## src/hw/rtl/nnr_pkg.sv

```systemverilog
`timescale 1ns / 1ps
// ----------------------------------------------------------------------------
// nnr_pkg: shared types and constants of the L1 nearest neighbor recommender
// Table sizes, field widths, request codes and the distance saturation helper.
// ----------------------------------------------------------------------------
package nnr_pkg;

    localparam int USER_COUNT  = 16;
    localparam int ITEM_COUNT  = 8;
    localparam int MAX_RESULTS = 8;

    localparam int REQ_W    = 2;
    localparam int USER_W   = 4;
    localparam int ITEM_W   = 3;
    localparam int RATING_W = 3;
    localparam int GENRE_W  = 4;
    localparam int DIST_W   = 6;

    localparam int RATING_MAX = (2 ** RATING_W) - 1;
    localparam int ACC_W      = $clog2(RATING_MAX * ITEM_COUNT + 1);
    localparam int DIST_MAX   = (2 ** DIST_W) - 1;
    localparam int ADDR_W     = USER_W + ITEM_W;
    localparam int MEM_DEPTH  = 2 ** ADDR_W;
    localparam int CNT_W      = $clog2(MAX_RESULTS + 1);

    localparam logic [RATING_W-1:0] THR_RESET = RATING_W'(4);

    typedef enum logic [REQ_W-1:0] {
        REQ_LOAD_RATING = 2'd0,
        REQ_LOAD_GENRE  = 2'd1,
        REQ_QUERY       = 2'd2
    } t_req;

    // one distance step handed to the shared L1 unit
    typedef struct packed {
        logic              valid;
        logic              first;
        logic              row_end;
        logic [USER_W-1:0] user;
    } t_l1_cmd;

    function automatic logic [DIST_W-1:0] sat_dist(input logic [ACC_W-1:0] a);
        logic [DIST_W-1:0] r;
        if (int'(a) > DIST_MAX) begin
            r = DIST_W'(DIST_MAX);
        end else begin
            r = DIST_W'(a);
        end
        return r;
    endfunction

endpackage

```

## src/hw/rtl/nnr_rating_mem.sv

```systemverilog
`timescale 1ns / 1ps
// ----------------------------------------------------------------------------
// nnr_rating_mem: rating table
// One write and one registered read port; per-entry valid bits make entries
// that were never written read as zero after reset.
// ----------------------------------------------------------------------------
module nnr_rating_mem (
    input  logic                          i_clk,
    input  logic                          i_rst_n,
    input  logic                          i_we,
    input  logic [nnr_pkg::ADDR_W-1:0]    i_waddr,
    input  logic [nnr_pkg::RATING_W-1:0]  i_wdata,
    input  logic                          i_re,
    input  logic [nnr_pkg::ADDR_W-1:0]    i_raddr,
    output logic [nnr_pkg::RATING_W-1:0]  o_rdata
);

    logic [nnr_pkg::RATING_W-1:0] r_mem [nnr_pkg::MEM_DEPTH];
    logic [nnr_pkg::MEM_DEPTH-1:0] r_vld;
    logic [nnr_pkg::RATING_W-1:0] r_rdata;
    logic                         r_rd_vld;

    always_ff @(posedge i_clk) begin
        if (i_we) begin
            r_mem[i_waddr] <= i_wdata;
        end
        if (i_re) begin
            r_rdata <= r_mem[i_raddr];
        end
    end

    always_ff @(posedge i_clk) begin
        if (!i_rst_n) begin
            r_vld    <= '0;
            r_rd_vld <= 1'b0;
        end else begin
            if (i_we) begin
                r_vld[i_waddr] <= 1'b1;
            end
            if (i_re) begin
                r_rd_vld <= r_vld[i_raddr];
            end
        end
    end

    assign o_rdata = r_rd_vld ? r_rdata : '0;

endmodule

```

## src/hw/rtl/nnr_l1_unit.sv

```systemverilog
`timescale 1ns / 1ps
// ----------------------------------------------------------------------------
// nnr_l1_unit: shared absolute-difference accumulator
// Adds one |x - y| per cycle of a valid command into a row sum and keeps the least row sum seen
// since the last clear, with the user that produced it.
// ----------------------------------------------------------------------------
module nnr_l1_unit (
    input  logic                          i_clk,
    input  logic                          i_rst_n,
    input  logic                          i_clear,
    input  nnr_pkg::t_l1_cmd              i_cmd,
    input  logic [nnr_pkg::RATING_W-1:0]  i_x,
    input  logic [nnr_pkg::RATING_W-1:0]  i_y,
    output logic [nnr_pkg::USER_W-1:0]    o_best_user,
    output logic [nnr_pkg::ACC_W-1:0]     o_best_dist
);

    logic [nnr_pkg::RATING_W-1:0] w_diff;
    logic [nnr_pkg::ACC_W-1:0]    w_sum;
    logic [nnr_pkg::ACC_W-1:0]    r_acc;
    logic [nnr_pkg::ACC_W-1:0]    r_best_dist;
    logic [nnr_pkg::USER_W-1:0]   r_best_user;
    logic                         r_have;

    always_comb begin
        w_diff = (i_x > i_y) ? (i_x - i_y) : (i_y - i_x);
        w_sum  = (i_cmd.first ? '0 : r_acc) + nnr_pkg::ACC_W'(w_diff);
    end

    always_ff @(posedge i_clk) begin
        if (!i_rst_n) begin
            r_have      <= 1'b0;
            r_acc       <= '0;
            r_best_dist <= '0;
            r_best_user <= '0;
        end else if (i_clear) begin
            r_have <= 1'b0;
        end else if (i_cmd.valid) begin
            r_acc <= w_sum;
            // strict compare: on a tie the earlier (lower) user stays
            if (i_cmd.row_end && (!r_have || w_sum < r_best_dist)) begin
                r_have      <= 1'b1;
                r_best_dist <= w_sum;
                r_best_user <= i_cmd.user;
            end
        end
    end

    assign o_best_user = r_best_user;
    assign o_best_dist = r_best_dist;

endmodule

```

## src/hw/rtl/l1_nearest_neighbor_recommender.sv

```systemverilog
`timescale 1ns / 1ps
// ----------------------------------------------------------------------------
// l1_nearest_neighbor_recommender: nearest neighbor item recommender
// Rating table and genre table with load items, and queries that find the
// closest other user by L1 distance and list that user's liked items.
// ----------------------------------------------------------------------------
// Load items are accepted back to back. A query holds the input side not
// ready until its last result is in the output register, longer while the
// output side stalls: the single read port of the rating table is walked
// once for the querying user's row, once for every other user's row through
// one shared absolute-difference unit, and then once per item of the
// neighbor's row to pick the results. Results leave through an output
// register; the last result of a query carries tlast, and tuser is the found
// flag. Write the threshold only while no query is in flight.

module l1_nearest_neighbor_recommender (
    input  logic        i_clk,
    input  logic        i_rst_n,
    input  logic        s_axis_tvalid,
    output logic        s_axis_tready,
    // [3:0] user_index, [6:4] movie_index, [9:7] rating, [13:10] genre_code
    input  logic [15:0] s_axis_tdata,
    // [1:0] req_type
    input  logic [1:0]  s_axis_tuser,
    output logic        m_axis_tvalid,
    input  logic        m_axis_tready,
    // [2:0] rec_movie, [6:3] neighbor, [12:7] distance
    output logic [15:0] m_axis_tdata,
    // [0] found
    output logic [0:0]  m_axis_tuser,
    output logic        m_axis_tlast,
    input  logic        i_cfg_we,
    input  logic [2:0]  i_cfg_wdata
);

    typedef enum logic [2:0] {
        ST_IDLE,
        ST_ROW,
        ST_DIST,
        ST_DRAIN,
        ST_SCAN_RD,
        ST_SCAN_EV,
        ST_FINAL
    } t_state;

    localparam int UW = nnr_pkg::USER_W;
    localparam int IW = nnr_pkg::ITEM_W;
    localparam int RW = nnr_pkg::RATING_W;

    t_state r_state;

    // input fields
    logic [nnr_pkg::REQ_W-1:0]   w_req;
    logic [UW-1:0]               w_user;
    logic [IW-1:0]               w_movie;
    logic [RW-1:0]               w_rating;
    logic [nnr_pkg::GENRE_W-1:0] w_genre;
    logic                        w_accept;

    // query context
    logic [UW-1:0]               r_q_user;
    logic [IW-1:0]               r_excl;
    logic [nnr_pkg::GENRE_W-1:0] r_genre;
    logic                        r_oor;
    logic [UW:0]                 r_u;
    logic [IW-1:0]               r_i;
    logic [RW-1:0]               r_thr;
    logic [RW-1:0]               r_qrow [nnr_pkg::ITEM_COUNT];
    logic [nnr_pkg::GENRE_W-1:0] r_genre_tab [nnr_pkg::ITEM_COUNT];

    // read tag, registered alongside the table read
    logic          r_tag_v;
    logic          r_tag_row;
    logic [IW-1:0] r_tag_item;
    logic [UW-1:0] r_tag_user;

    // held match and result count
    logic                      r_hold_v;
    logic [IW-1:0]             r_hold_item;
    logic [nnr_pkg::CNT_W-1:0] r_cnt;

    // output register
    logic                      r_out_v;
    logic [IW-1:0]             r_out_rec;
    logic [UW-1:0]             r_out_nb;
    logic [nnr_pkg::DIST_W-1:0] r_out_dist;
    logic                      r_out_found;
    logic                      r_out_last;

    // table and unit hookups
    logic                       w_we;
    logic                       w_re;
    logic [nnr_pkg::ADDR_W-1:0] w_raddr;
    logic [RW-1:0]              w_rdata;
    logic                       w_clear;
    nnr_pkg::t_l1_cmd           w_cmd;
    logic [UW-1:0]              w_best_user;
    logic [nnr_pkg::ACC_W-1:0]  w_best_dist;

    logic                      w_out_free;
    logic [UW:0]               w_u_inc;
    logic [UW:0]               w_u_next;
    logic [UW:0]               w_u_first;
    logic                      w_row_last;
    logic                      w_match;
    logic [nnr_pkg::CNT_W-1:0] w_cnt_next;
    logic                      w_full;

    assign w_req    = s_axis_tuser;
    assign w_user   = s_axis_tdata[3:0];
    assign w_movie  = s_axis_tdata[6:4];
    assign w_rating = s_axis_tdata[9:7];
    assign w_genre  = s_axis_tdata[13:10];

    assign s_axis_tready = (r_state == ST_IDLE);
    assign w_accept      = s_axis_tvalid && s_axis_tready;
    assign w_out_free    = !r_out_v || m_axis_tready;

    assign w_we = w_accept && (w_req == nnr_pkg::REQ_LOAD_RATING)
                  && (int'(w_user) < nnr_pkg::USER_COUNT)
                  && (int'(w_movie) < nnr_pkg::ITEM_COUNT);
    assign w_clear = w_accept && (w_req == nnr_pkg::REQ_QUERY);

    assign w_row_last = (r_i == IW'(nnr_pkg::ITEM_COUNT - 1));

    // skip the querying user while walking the others
    always_comb begin
        w_u_first = (r_q_user == '0) ? (UW+1)'(1) : '0;
        w_u_inc   = r_u + (UW+1)'(1);
        w_u_next  = (w_u_inc == {1'b0, r_q_user}) ? (w_u_inc + (UW+1)'(1)) : w_u_inc;
    end

    always_comb begin
        w_re    = 1'b0;
        w_raddr = {r_q_user, r_i};
        case (r_state)
            ST_ROW: begin
                w_re    = 1'b1;
                w_raddr = {r_q_user, r_i};
            end
            ST_DIST: begin
                w_re    = 1'b1;
                w_raddr = {r_u[UW-1:0], r_i};
            end
            ST_SCAN_RD: begin
                w_re    = 1'b1;
                w_raddr = {w_best_user, r_i};
            end
            default: begin
                w_re = 1'b0;
            end
        endcase
    end

    always_comb begin
        w_cmd.valid   = r_tag_v && !r_tag_row;
        w_cmd.first   = (r_tag_item == '0);
        w_cmd.row_end = (r_tag_item == IW'(nnr_pkg::ITEM_COUNT - 1));
        w_cmd.user    = r_tag_user;
    end

    assign w_match = (w_rdata >= r_thr) && (r_genre_tab[r_i] == r_genre)
                     && (r_i != r_excl);
    assign w_cnt_next = r_cnt + nnr_pkg::CNT_W'(1);
    assign w_full     = (w_cnt_next == nnr_pkg::CNT_W'(nnr_pkg::MAX_RESULTS));

    nnr_rating_mem u_mem (
        .i_clk   (i_clk),
        .i_rst_n (i_rst_n),
        .i_we    (w_we),
        .i_waddr ({w_user, w_movie}),
        .i_wdata (w_rating),
        .i_re    (w_re),
        .i_raddr (w_raddr),
        .o_rdata (w_rdata)
    );

    nnr_l1_unit u_l1 (
        .i_clk       (i_clk),
        .i_rst_n     (i_rst_n),
        .i_clear     (w_clear),
        .i_cmd       (w_cmd),
        .i_x         (r_qrow[r_tag_item]),
        .i_y         (w_rdata),
        .o_best_user (w_best_user),
        .o_best_dist (w_best_dist)
    );

    always_ff @(posedge i_clk) begin
        if (!i_rst_n) begin
            r_state     <= ST_IDLE;
            r_thr       <= nnr_pkg::THR_RESET;
            r_tag_v     <= 1'b0;
            r_tag_row   <= 1'b0;
            r_tag_item  <= '0;
            r_tag_user  <= '0;
            r_hold_v    <= 1'b0;
            r_hold_item <= '0;
            r_cnt       <= '0;
            r_out_v     <= 1'b0;
            r_out_rec   <= '0;
            r_out_nb    <= '0;
            r_out_dist  <= '0;
            r_out_found <= 1'b0;
            r_out_last  <= 1'b0;
            r_q_user    <= '0;
            r_excl      <= '0;
            r_genre     <= '0;
            r_oor       <= 1'b0;
            r_u         <= '0;
            r_i         <= '0;
            for (int k = 0; k < nnr_pkg::ITEM_COUNT; k++) begin
                r_genre_tab[k] <= '0;
                r_qrow[k]      <= '0;
            end
        end else begin
            if (i_cfg_we) begin
                r_thr <= i_cfg_wdata;
            end
            if (m_axis_tready) begin
                r_out_v <= 1'b0;
            end

            r_tag_v <= 1'b0;
            if (r_tag_v && r_tag_row) begin
                r_qrow[r_tag_item] <= w_rdata;
            end

            case (r_state)
                ST_IDLE: begin
                    if (w_accept) begin
                        case (w_req)
                            nnr_pkg::REQ_LOAD_GENRE: begin
                                if (int'(w_movie) < nnr_pkg::ITEM_COUNT) begin
                                    r_genre_tab[w_movie] <= w_genre;
                                end
                            end
                            nnr_pkg::REQ_QUERY: begin
                                r_q_user <= w_user;
                                r_excl   <= w_movie;
                                r_genre  <= w_genre;
                                r_i      <= '0;
                                r_hold_v <= 1'b0;
                                r_cnt    <= '0;
                                if (int'(w_user) < nnr_pkg::USER_COUNT) begin
                                    r_oor   <= 1'b0;
                                    r_state <= ST_ROW;
                                end else begin
                                    r_oor   <= 1'b1;
                                    r_state <= ST_FINAL;
                                end
                            end
                            default: begin
                            end
                        endcase
                    end
                end
                ST_ROW: begin
                    r_tag_v    <= 1'b1;
                    r_tag_row  <= 1'b1;
                    r_tag_item <= r_i;
                    if (w_row_last) begin
                        r_i     <= '0;
                        r_u     <= w_u_first;
                        r_state <= ST_DIST;
                    end else begin
                        r_i <= r_i + IW'(1);
                    end
                end
                ST_DIST: begin
                    r_tag_v    <= 1'b1;
                    r_tag_row  <= 1'b0;
                    r_tag_item <= r_i;
                    r_tag_user <= r_u[UW-1:0];
                    if (w_row_last) begin
                        r_i <= '0;
                        r_u <= w_u_next;
                        if (int'(w_u_next) >= nnr_pkg::USER_COUNT) begin
                            r_state <= ST_DRAIN;
                        end
                    end else begin
                        r_i <= r_i + IW'(1);
                    end
                end
                ST_DRAIN: begin
                    // last row sum lands in the unit this cycle
                    r_i     <= '0;
                    r_state <= ST_SCAN_RD;
                end
                ST_SCAN_RD: begin
                    r_state <= ST_SCAN_EV;
                end
                ST_SCAN_EV: begin
                    if (!(w_match && r_hold_v && !w_out_free)) begin
                        if (w_match) begin
                            if (r_hold_v) begin
                                r_out_v     <= 1'b1;
                                r_out_rec   <= r_hold_item;
                                r_out_nb    <= w_best_user;
                                r_out_dist  <= nnr_pkg::sat_dist(w_best_dist);
                                r_out_found <= 1'b1;
                                r_out_last  <= 1'b0;
                            end
                            r_hold_v    <= 1'b1;
                            r_hold_item <= r_i;
                            r_cnt       <= w_cnt_next;
                        end
                        if (w_row_last || (w_match && w_full)) begin
                            r_state <= ST_FINAL;
                        end else begin
                            r_i     <= r_i + IW'(1);
                            r_state <= ST_SCAN_RD;
                        end
                    end
                end
                ST_FINAL: begin
                    if (w_out_free) begin
                        r_out_v    <= 1'b1;
                        r_out_last <= 1'b1;
                        if (r_oor) begin
                            r_out_rec   <= '0;
                            r_out_nb    <= '0;
                            r_out_dist  <= '0;
                            r_out_found <= 1'b0;
                        end else begin
                            r_out_rec   <= r_hold_v ? r_hold_item : '0;
                            r_out_nb    <= w_best_user;
                            r_out_dist  <= nnr_pkg::sat_dist(w_best_dist);
                            r_out_found <= r_hold_v;
                        end
                        r_hold_v <= 1'b0;
                        r_state  <= ST_IDLE;
                    end
                end
                default: begin
                    r_state <= ST_IDLE;
                end
            endcase
        end
    end

    assign m_axis_tvalid   = r_out_v;
    assign m_axis_tdata    = {3'b000, r_out_dist, r_out_nb, r_out_rec};
    assign m_axis_tuser[0] = r_out_found;
    assign m_axis_tlast    = r_out_last;

endmodule

```

## config.mk

```make
export PLATFORM = sky130hd
export DESIGN_NAME = l1_nearest_neighbor_recommender
export DESIGN_NICKNAME = d
export VERILOG_FILES = /design/src/hw/rtl/nnr_pkg.sv /design/src/hw/rtl/nnr_rating_mem.sv /design/src/hw/rtl/nnr_l1_unit.sv /design/src/hw/rtl/l1_nearest_neighbor_recommender.sv
export SDC_FILE = /design/constraint.sdc
export NUM_CORES = 1
export LEC_CHECK = 0
export BUFFER_PORTS_ARGS = -buffer_cell sky130_fd_sc_hd__buf_2
export CORE_MARGIN = 1.5
export CORE_UTILIZATION = 65
export DETAILED_ROUTE_END_ITERATION = 16
export MAX_ROUTING_LAYER = met4
export PLACE_DENSITY = 0.81
export REMOVE_ABC_BUFFERS = 1
export SETUP_SLACK_MARGIN = 0.4
export SKIP_LAST_GASP = 1
export SLEW_MARGIN = 40
export SYNTH_ARGS = -nofsm -noshare
export SYNTH_HDL_FRONTEND = slang
export SYNTH_SLANG_ARGS = --single-unit
```

## constraint.sdc

```tcl
create_clock -name i_clk -period 12 [get_ports i_clk]
set_clock_uncertainty 0.15 [all_clocks]
set_input_delay 1.2 -clock i_clk [delete_from_list [all_inputs] [get_ports i_clk]]
set_output_delay 1.2 -clock i_clk [all_outputs]
set_load 0.1 [all_outputs]
```

# Yosys cells after proc, flatten, opt, wreduce, memory -nomap -nowiden
# Memory sizes are Yosys's and may differ from the RTL's. A register that Yosys moved wholly into a read port is not among the register bits.
# Index checks and enable logic that the tools add are counted.
# classes
n_addsub	7
magnitude_cmp	7
eq_ne	24
muxes	95
bitwise	4
reduce_logical	44
# op_table
op	count
$or 128x128->128	1
$mux 3	26
$mux 1	36
$mux 4	9
$mux 6	5
$pmux 3 s7	1
$lt 7x8->1 const B	2
$ne 2x2->1 const B	8
$pmux 4 s2	2
$eq 3x3->1 const B	5
$mux 5	3
$reduce_and 5->1	3
$pmux 7 s2	1
$logic_and 1x1->1	12
$pmux 3 s4	1
$pmux 6 s2	1
$reduce_and 3->1	4
$add 5x1->5 const B	2
$pmux 5 s2	1
$pmux 1 s2	4
$bmux 1 s7	1
$demux 1 s7	1
$ge 7x1->1 const B	1
$reduce_and 7->1	1
other kinds (34)	50
# totals
ff_bits	204
ramBits	440
out_inout_bits	20
word_cells	210
mem_count	3
# memory_table
name	depth	width	read_ports	rd_ports_with_merged_regs	write_ports	line	source
u_mem.r_mem	128	3	1	1	1	nnr_rating_mem.sv:18	logic [nnr_pkg::RATING_W-1:0] r_mem [nnr_pkg::MEM_DEPTH];
r_genre_tab	8	4	1	1	8	l1_nearest_neighbor_recommender.sv:69	logic [nnr_pkg::GENRE_W-1:0] r_genre_tab [nnr_pkg::ITEM_COUNT];
r_qrow	8	3	1	1	8	l1_nearest_neighbor_recommender.sv:68	logic [RW-1:0] r_qrow [nnr_pkg::ITEM_COUNT];

# Logic depth before layout (Yosys ltp)
# Gate-level depths: netlist of the first run.
# logic_depth
ltp_word	11
mapped_depth	21
ltp_nobuf	19

# Modules after synthesis
# Synthesis of the first run repeated with hierarchy kept, for this count alone.
# unflattened
hier_cells	1806
hier_area_um2	27162.3
# modules_own_cells
mod	n_inst	cells_per_inst	area_each_um2	seq_area_each_um2
nnr_rating_mem	1	1100	20043.0	14203.6
l1_nearest_neighbor_recommender	1	565	5936.9	2962.8
nnr_l1_unit	1	141	1182.4	340.3

# Worst setup path before layout of the first run
# Ideal clock, no wire load.
# synth_path
path_kind	register to register
start	register (tool-made name)
end	register u_l1.r_best_dist, in the netlist u_l1.o_best_dist[0]
arrival_time_ns	4.882
required_ns	11.776
setup_slack_ns	6.895
path_stages_with_launch	21
period_less_slack_ns	5.105
cell_sequence	dfxtp_1 clkbuf_1 mux4_2 mux2i_1 inv_1 ha_1 a21o_1 a21oi_1 a31oi_1 mux2i_1 ha_1 a21o_1 a21oi_1 xnor2_1 ha_1 a21o_1 a21o_1 a21o_1 a21oi_1 buf_1 mux2i_1
# synth_lines
element	line	source
end signal: assignment	nnr_l1_unit.sv:43	r_best_dist <= w_sum;
end: declaration	nnr_l1_unit.sv:21	logic [nnr_pkg::ACC_W-1:0] r_best_dist;

==> results of run 1 <==
cell usage after synthesis, types with 6 or more instances:
| cell type | instances |
|---|---|
| nand3b_1 | 8 |
| edfxtp_1 | 443 |
| xnor2_1 | 13 |
| mux2_2 | 9 |
| o21ai_0 | 21 |
| mux4_2 | 166 |
| nor3_1 | 6 |
| a21o_1 | 10 |
| o21a_1 | 66 |
| ha_1 | 22 |
| nor2_1 | 370 |
| inv_1 | 23 |
| dfxtp_1 | 210 |
| a31oi_1 | 6 |
| or3_1 | 6 |
| mux2i_1 | 64 |
| xor2_1 | 11 |
| a21oi_1 | 47 |
| buf_1 | 14 |
| clkbuf_1 | 75 |
| buf_2 | 13 |
| nand2_1 | 128 |
| nand3_1 | 18 |
| nor2b_1 | 14 |
logic make-up after synthesis:
family,share of synthesized area [%]
flip-flops,65.60
multiplexers,16.99
AO/OA/AOI/OAI,4.525
other,0.01405
XOR/XNOR,0.7877
adder cells (fa/ha/maj),1.257
buffers and inverters,2.002
AND/OR/NAND/NOR,8.824
stage by stage:
stage,hold WS [ps],worst slack [ps]
finish,300.8,6843
global route,319.7,6427
CTS,301.9,6791
detailed placement,293.5,6836
global placement,286.6,6905
floorplan,281.8,4566
final timing paths:
| kind | start | end | slack, ps | cells past startpoint |
|---|---|---|---|---|
| worst max-delay path | register | u_l1.o_best_user[1] | 6840 | 19 |
| worst min-delay path | r_out_rec[1] | r_out_rec[1] | 300 | 2 |
| worst max register to register | register | u_l1.o_best_user[1] | 6840 | 19 |
| worst min register to register | r_out_rec[1] | r_out_rec[1] | 300 | 2 |
report_power, final:
part           switching [mW]  internal [mW]  total (mW)
Clock                   0.839           1.17        2.00
Sequential             0.0510           2.43        2.49
Combinational           0.470          0.373       0.844
per-layer routing:
metal | vias to the layer above | track usage, %
met5 | - | -
met4 | 0 | 11.99
met3 | 158 | 4.197
met2 | 848 | 46.97
met1 | 7865 | 38.11
li1 | 6852 | -
worst max-delay path, cell delays in order, from the launching register on:
cell and delay, ps:
dfxtp_1 540, mux4_2 560, mux2i_1 250, inv_1 150, ha_1 320, a21o_1 120, a21oi_1 70, a31oi_1 260
mux2i_1 380, ha_1 290, a21o_1 170, a21oi_1 250, xnor2_1 220, ha_1 290, a21o_1 150, a21o_1 170
a21o_1 170, a21oi_1 130, buf_4 240, mux2i_1 210
sequential cells by signal, summed over array words and instances (netlist names), 4 cells and up, named ones only:
register / cells
r_tag_user: 4
r_q_user: 4
r_genre: 4
r_u: 5
u_mem.r_vld: 128
r_out_dist: 6
r_cnt: 4
u_l1.o_best_user: 4
u_l1.r_acc: 6
u_l1.o_best_dist: 6
r_qrow: 24
r_genre_tab: 32
r_out_nb: 4
u_mem.r_mem: 384
final cells by class:
cell class,instances,area [um^2]
Clock buffer,85,1738
Clock inverter,31,385.4
Fill cell,2401,11140
Inverter,24,92.59
Multi-Input combinational cell,1046,8696
Sequential cell,653,17520
Tap cell,532,665.6
Timing Repair Buffer,63,417.9
==> results.yml, run 1 <==
critical_path:
  cp.arrival_ps: 5550
  cp-start-kind: "register"
  endpoint_kind: "register"
  worstSetupPathType: "reg2reg"
  required_ps: 12400
  crit_fanout: 10
floorplan:
  dieArea_mm2: 0.04228
  initial_utilization_pct: 65.65
  core_mm2: 0.04065
  fp.dieW_um: 205.6
  num_io_pins: 46
  row_count: 74
  die_y_um: 205.6
layout:
  layout-drive-gt1-share_pct: 18.51
  fin_area_mm2: 0.02951
  final_cell_mix: "edfxtp_1, nor2_1, dfxtp_1"
  final_common_cell: "edfxtp_1"
  final_util_pct: 72.60
  n_antenna_cell: 0
  syn2layout_area_growth_pct: 10.59
  final_cells: 2434
  nets: 1900
cts:
  clock_latency_ps: 630
  clock-sinks: 653
  cts_buffers: 61
  ctsHoldBuffers: 0
  post_cts_buffers: 0
  clk_root_buffer_cell: "clkbuf_16"
  path_clk_slew_ps: 60
  cts_buffer_depth: 3
  postCtsResizedCells: 0
  htreeDepth: 2
  cts_tree: "done"
place:
  place_area_mm2: 0.02737
  dpl.hpwl_mm: 34.75
  io_buffers: 40
  place_inst: 2317
  gp_routability_congestion: 0.8154
route:
  wl_mm: 58.86
  top_layer: "met4"
  detail-route-antenna-nets: 0
  wl_met3_mm: 4.934
  wl_met1_mm: 22.35
  vias: 15720
  met2_length_mm: 29.42
  drt_iter0_drc: 1528
  viasPerCell: 6.460
  wl_per_cell_um: 24.18
  drc_errors: 0
  dr.pass1.iters: 7
sta:
  slew_viol_final: 0
  rsz0062_at_grt: "no"
  clock.fmax_mhz: 193.9
  slew_headroom_pct: 43.57
  hold_viol: 0
  fin_crit_ps: 5157
  finalCritPeriodShare_pct: 42.97
  setup_violations: 0
  setup_tns_ps: 0
  worst_slew_pin_slew_ps: 846.5
outcome:
  status: "finished, final reports clean"
run:
  max_cap_violations: 0
power_and_ir_drop:
  power_density_mw_per_mm2: 180.7
  finalPower_mw: 5.334
  p_leak_nw: 9.865
  ir_worst_vdd_mv: 0.1840
global_route:
  grt_max_degree: 114
  grt_usage_pct: 29.29
  grt_pass1_vias: 15530
  grt_pass1_wl_mm: 89.41
  grt_antenna_before_repair: 0
  gr-total-overflow: 0
synth:
  synth_ff_type: "edfxtp_1"
  syn_inst: 1828
  synthArstFlopShare_pct: 0
  avgSynthCellArea_um2: 14.60
  ys_types: 55
  netlist.area_leader.share_pct: 49.85
  yosysTopAreaCell: "edfxtp_1"
  synth_enable_flop_cells: 443
  syn-cell-area_mm2: 0.02669
  synth_seq_cells: 653
  yosysSeqAreaShare_pct: 65.60
  ys.warnings.count: 0
  synth_area_leaders: "edfxtp_1, dfxtp_1, mux4_2"
min_path:
  holdCritPathClass: "reg2reg"
Note: power is estimated with default switching activity, not from simulation.
==> run 2: changes to the inputs <==
CORE_UTILIZATION = 63   (was 65)
PLACE_DENSITY = 0.79   (was 0.81)
clock period = 5.26 ns   (was 12 ns; I/O delays follow)
==> run 2 against run 1 <==
Effect of this change:
- clock-buffer cell count increased by 6
- utilization is 1.5 points lower
- sequential cell count unchanged
- critical path type unchanged
==> results.yml, run 2 (synthesis results as in run 1) <==
outcome:
  status: "finished, final reports clean"
cts:
  cts_buffers: 67
  cts_tree: "done"
  path_clk_slew_ps: 60
  clk_root_buffer_cell: "clkbuf_16"
  clock_latency_ps: 600
  cts_buffer_depth: 3
  htreeDepth: 3
  ctsHoldBuffers: 0
  clock-sinks: 653
power_and_ir_drop:
  internal_power_mw: 9.177
  ir_worst_vdd_mv: 0.3100
  clkPwrFrac_pct: 37.6
  sequentialPowerShare_pct: 45.8
  p_leak_nw: 9.948
  swShare_pct: 25.73
  netSwitchingPower_mw: 3.179
  power_density_mw_per_mm2: 415.1
  combPwrFrac_pct: 16.6
layout:
  n_antenna_cell: 0
  multi_input_area_mm2: 0.008811
  final_cell_mix: "edfxtp_1, nor2_1, dfxtp_1"
  final_util_pct: 71.12
  final_common_cell: "edfxtp_1"
  nets: 1913
  largest_reg_flops: 384
  layout-drive-gt1-share_pct: 19.27
  nFillCells: 2593
  final-seq-area_mm2: 0.01752
  top_register: "u_mem.r_mem"
  fin_area_mm2: 0.02977
  reg_top3: "u_mem.r_mem x384, u_mem.r_vld x128, r_genre_tab x32"
  syn2layout_area_growth_pct: 11.54
min_path:
  holdCritPathClass: "in2reg"
critical_path:
  critical_path.top_delay_family: "compound AO/OA/AOI/OAI gates"
  worstSetupPathType: "reg2reg"
  worst-path-buf-inv: 2
  endpoint_kind: "register"
  crit_fanout: 5
  crit_path_frequent_cell: "a21o_1"
  crit_path_max_incr_delay_ps: 560
  crit_chain: "mux4_2 -> mux2i_4 -> inv_2 -> ha_1 -> a21o_1 -> a21oi_1 -> a31oi_2 -> mux2i_2 -> fa_1 -> ha_1 -> a21o_1 -> a21o_1 -> a21o_1 -> a21o_1 -> a21o_1 -> a21oi_4 -> buf_6 -> mux2i_2"
  cp_slowest_cell: "mux4_2"
  cp-start-kind: "register"
  required_ps: 5620
  cp.arrival_ps: 5080
route:
  drc_errors: 0
  detail-route-antenna-nets: 0
  wl_per_cell_um: 24.33
  drt_iter0_drc: 1546
  viasPerCell: 6.351
  dr.pass1.iters: 5
  vias: 15590
  wl_mm: 59.70
sta:
  slew_viol_final: 0
  clock.fmax_mhz: 211.8
  hold_viol: 0
  slew_headroom_pct: 42.41
  setup_violations: 0
  finalCritPeriodShare_pct: 89.75
  rsz0062_at_grt: "no"
  hold_ws_ps: 18.66
  fin_crit_ps: 4721
  worst_slew_pin_slew_ps: 860.6
global_route:
  grt_max_degree: 77
  gr-total-overflow: 0
  grt_usage_pct: 28.72
  grt_pass1_wl_mm: 91.37
  grt_pass1_vias: 15650
  grt_antenna_before_repair: 0
place:
  dpl.hpwl_mm: 36.54
  place_area_mm2: 0.02749
  io_buffers: 40
  gp_routability_congestion: 0.8482
run:
  max_cap_violations: 0
floorplan:
  initial_utilization_pct: 63.76
  row_count: 75
  num_io_pins: 46
  dieArea_mm2: 0.04360
  die_y_um: 208.8
  core_mm2: 0.04185
  fp.dieW_um: 208.8
[run 2: changes by cell type in the layout (fill, tap and decap cells not counted), moves of 5 or more]
cell	previous run	this run
clkbuf_16	62	70
buf_4	19	26
buf_12	1	6
clkinv_1	9	14
clkbuf_1	13	18
clkbuf_8	11	3
[run 2: final timing paths]
path,slack [ps],cells after the start,endpoint,start
setup / recovery,540,18,u_l1.o_best_dist[0],register
hold / removal,20,3,r_thr[2],i_cfg_wdata[2]
setup reg to reg,540,18,u_l1.o_best_dist[0],register
hold reg to reg,300,2,u_l1.r_acc[0],u_l1.r_acc[0]
[run 2: power by group through the flow]
stage                     registers (mW)  clock network, mW  logic (mW)
final                               5.66               4.65        2.05
after CTS                           5.66               4.68        2.02
after global placement              5.77                  0        1.95
after global routing                5.67               4.88        2.17
after detailed placement            5.77                  0        1.99
after floorplan                     5.87                  0        1.38
[run 2: metrics by stage]
stage,setup slack [ps],std cells,power (mW),TNS (ps)
finish,539.1,2454,12.36,0
global route,354.3,2454,12.72,0
CTS,422.0,2453,12.36,0
detailed placement,185.3,2331,7.762,0
global placement,326.1,2329,7.714,0
floorplan,-2174,1723,7.252,-69880
[run 2: area by class of cell]
cell class | instances | share of cell area, %
Clock buffer | 91 | 6.251
Clock inverter | 31 | 0.9584
Inverter | 24 | 0.3195
Multi-Input combinational cell | 1046 | 29.60
Sequential cell | 653 | 58.85
Tap cell | 539 | 2.266
Timing Repair Buffer | 70 | 1.753
[run 2: routing by layer]
metal | track usage, % | wire [um] | part of all wire [%]
met4 | 11.07 | 1861 | 3.1
met3 | 4.884 | 4498 | 7.5
met1 | 36.26 | 23060 | 39
met5 | - | 0 | 0
met2 | 47.07 | 30290 | 51
[run 2: timing repair]
action                     4_1_cts  5_1_grt
setup endpoints to repair       10       10
buffers inserted                 0        0
hold endpoints to repair         0        0
pin swaps                        0        4
gates cloned                     0        1
resized for setup                6       16
[run 2: worst reg2reg max path, cell delays in order, from the launching register on]
cell and delay [ps]:
dfxtp_4 390, mux4_2 560, mux2i_4 210, inv_2 90, ha_1 320, a21o_1 130
a21oi_1 80, a31oi_2 240, mux2i_2 330, fa_1 480, ha_1 290, a21o_1 150
a21o_1 170, a21o_1 170, a21o_1 160, a21o_1 190, a21oi_4 150, buf_6 160
mux2i_2 220
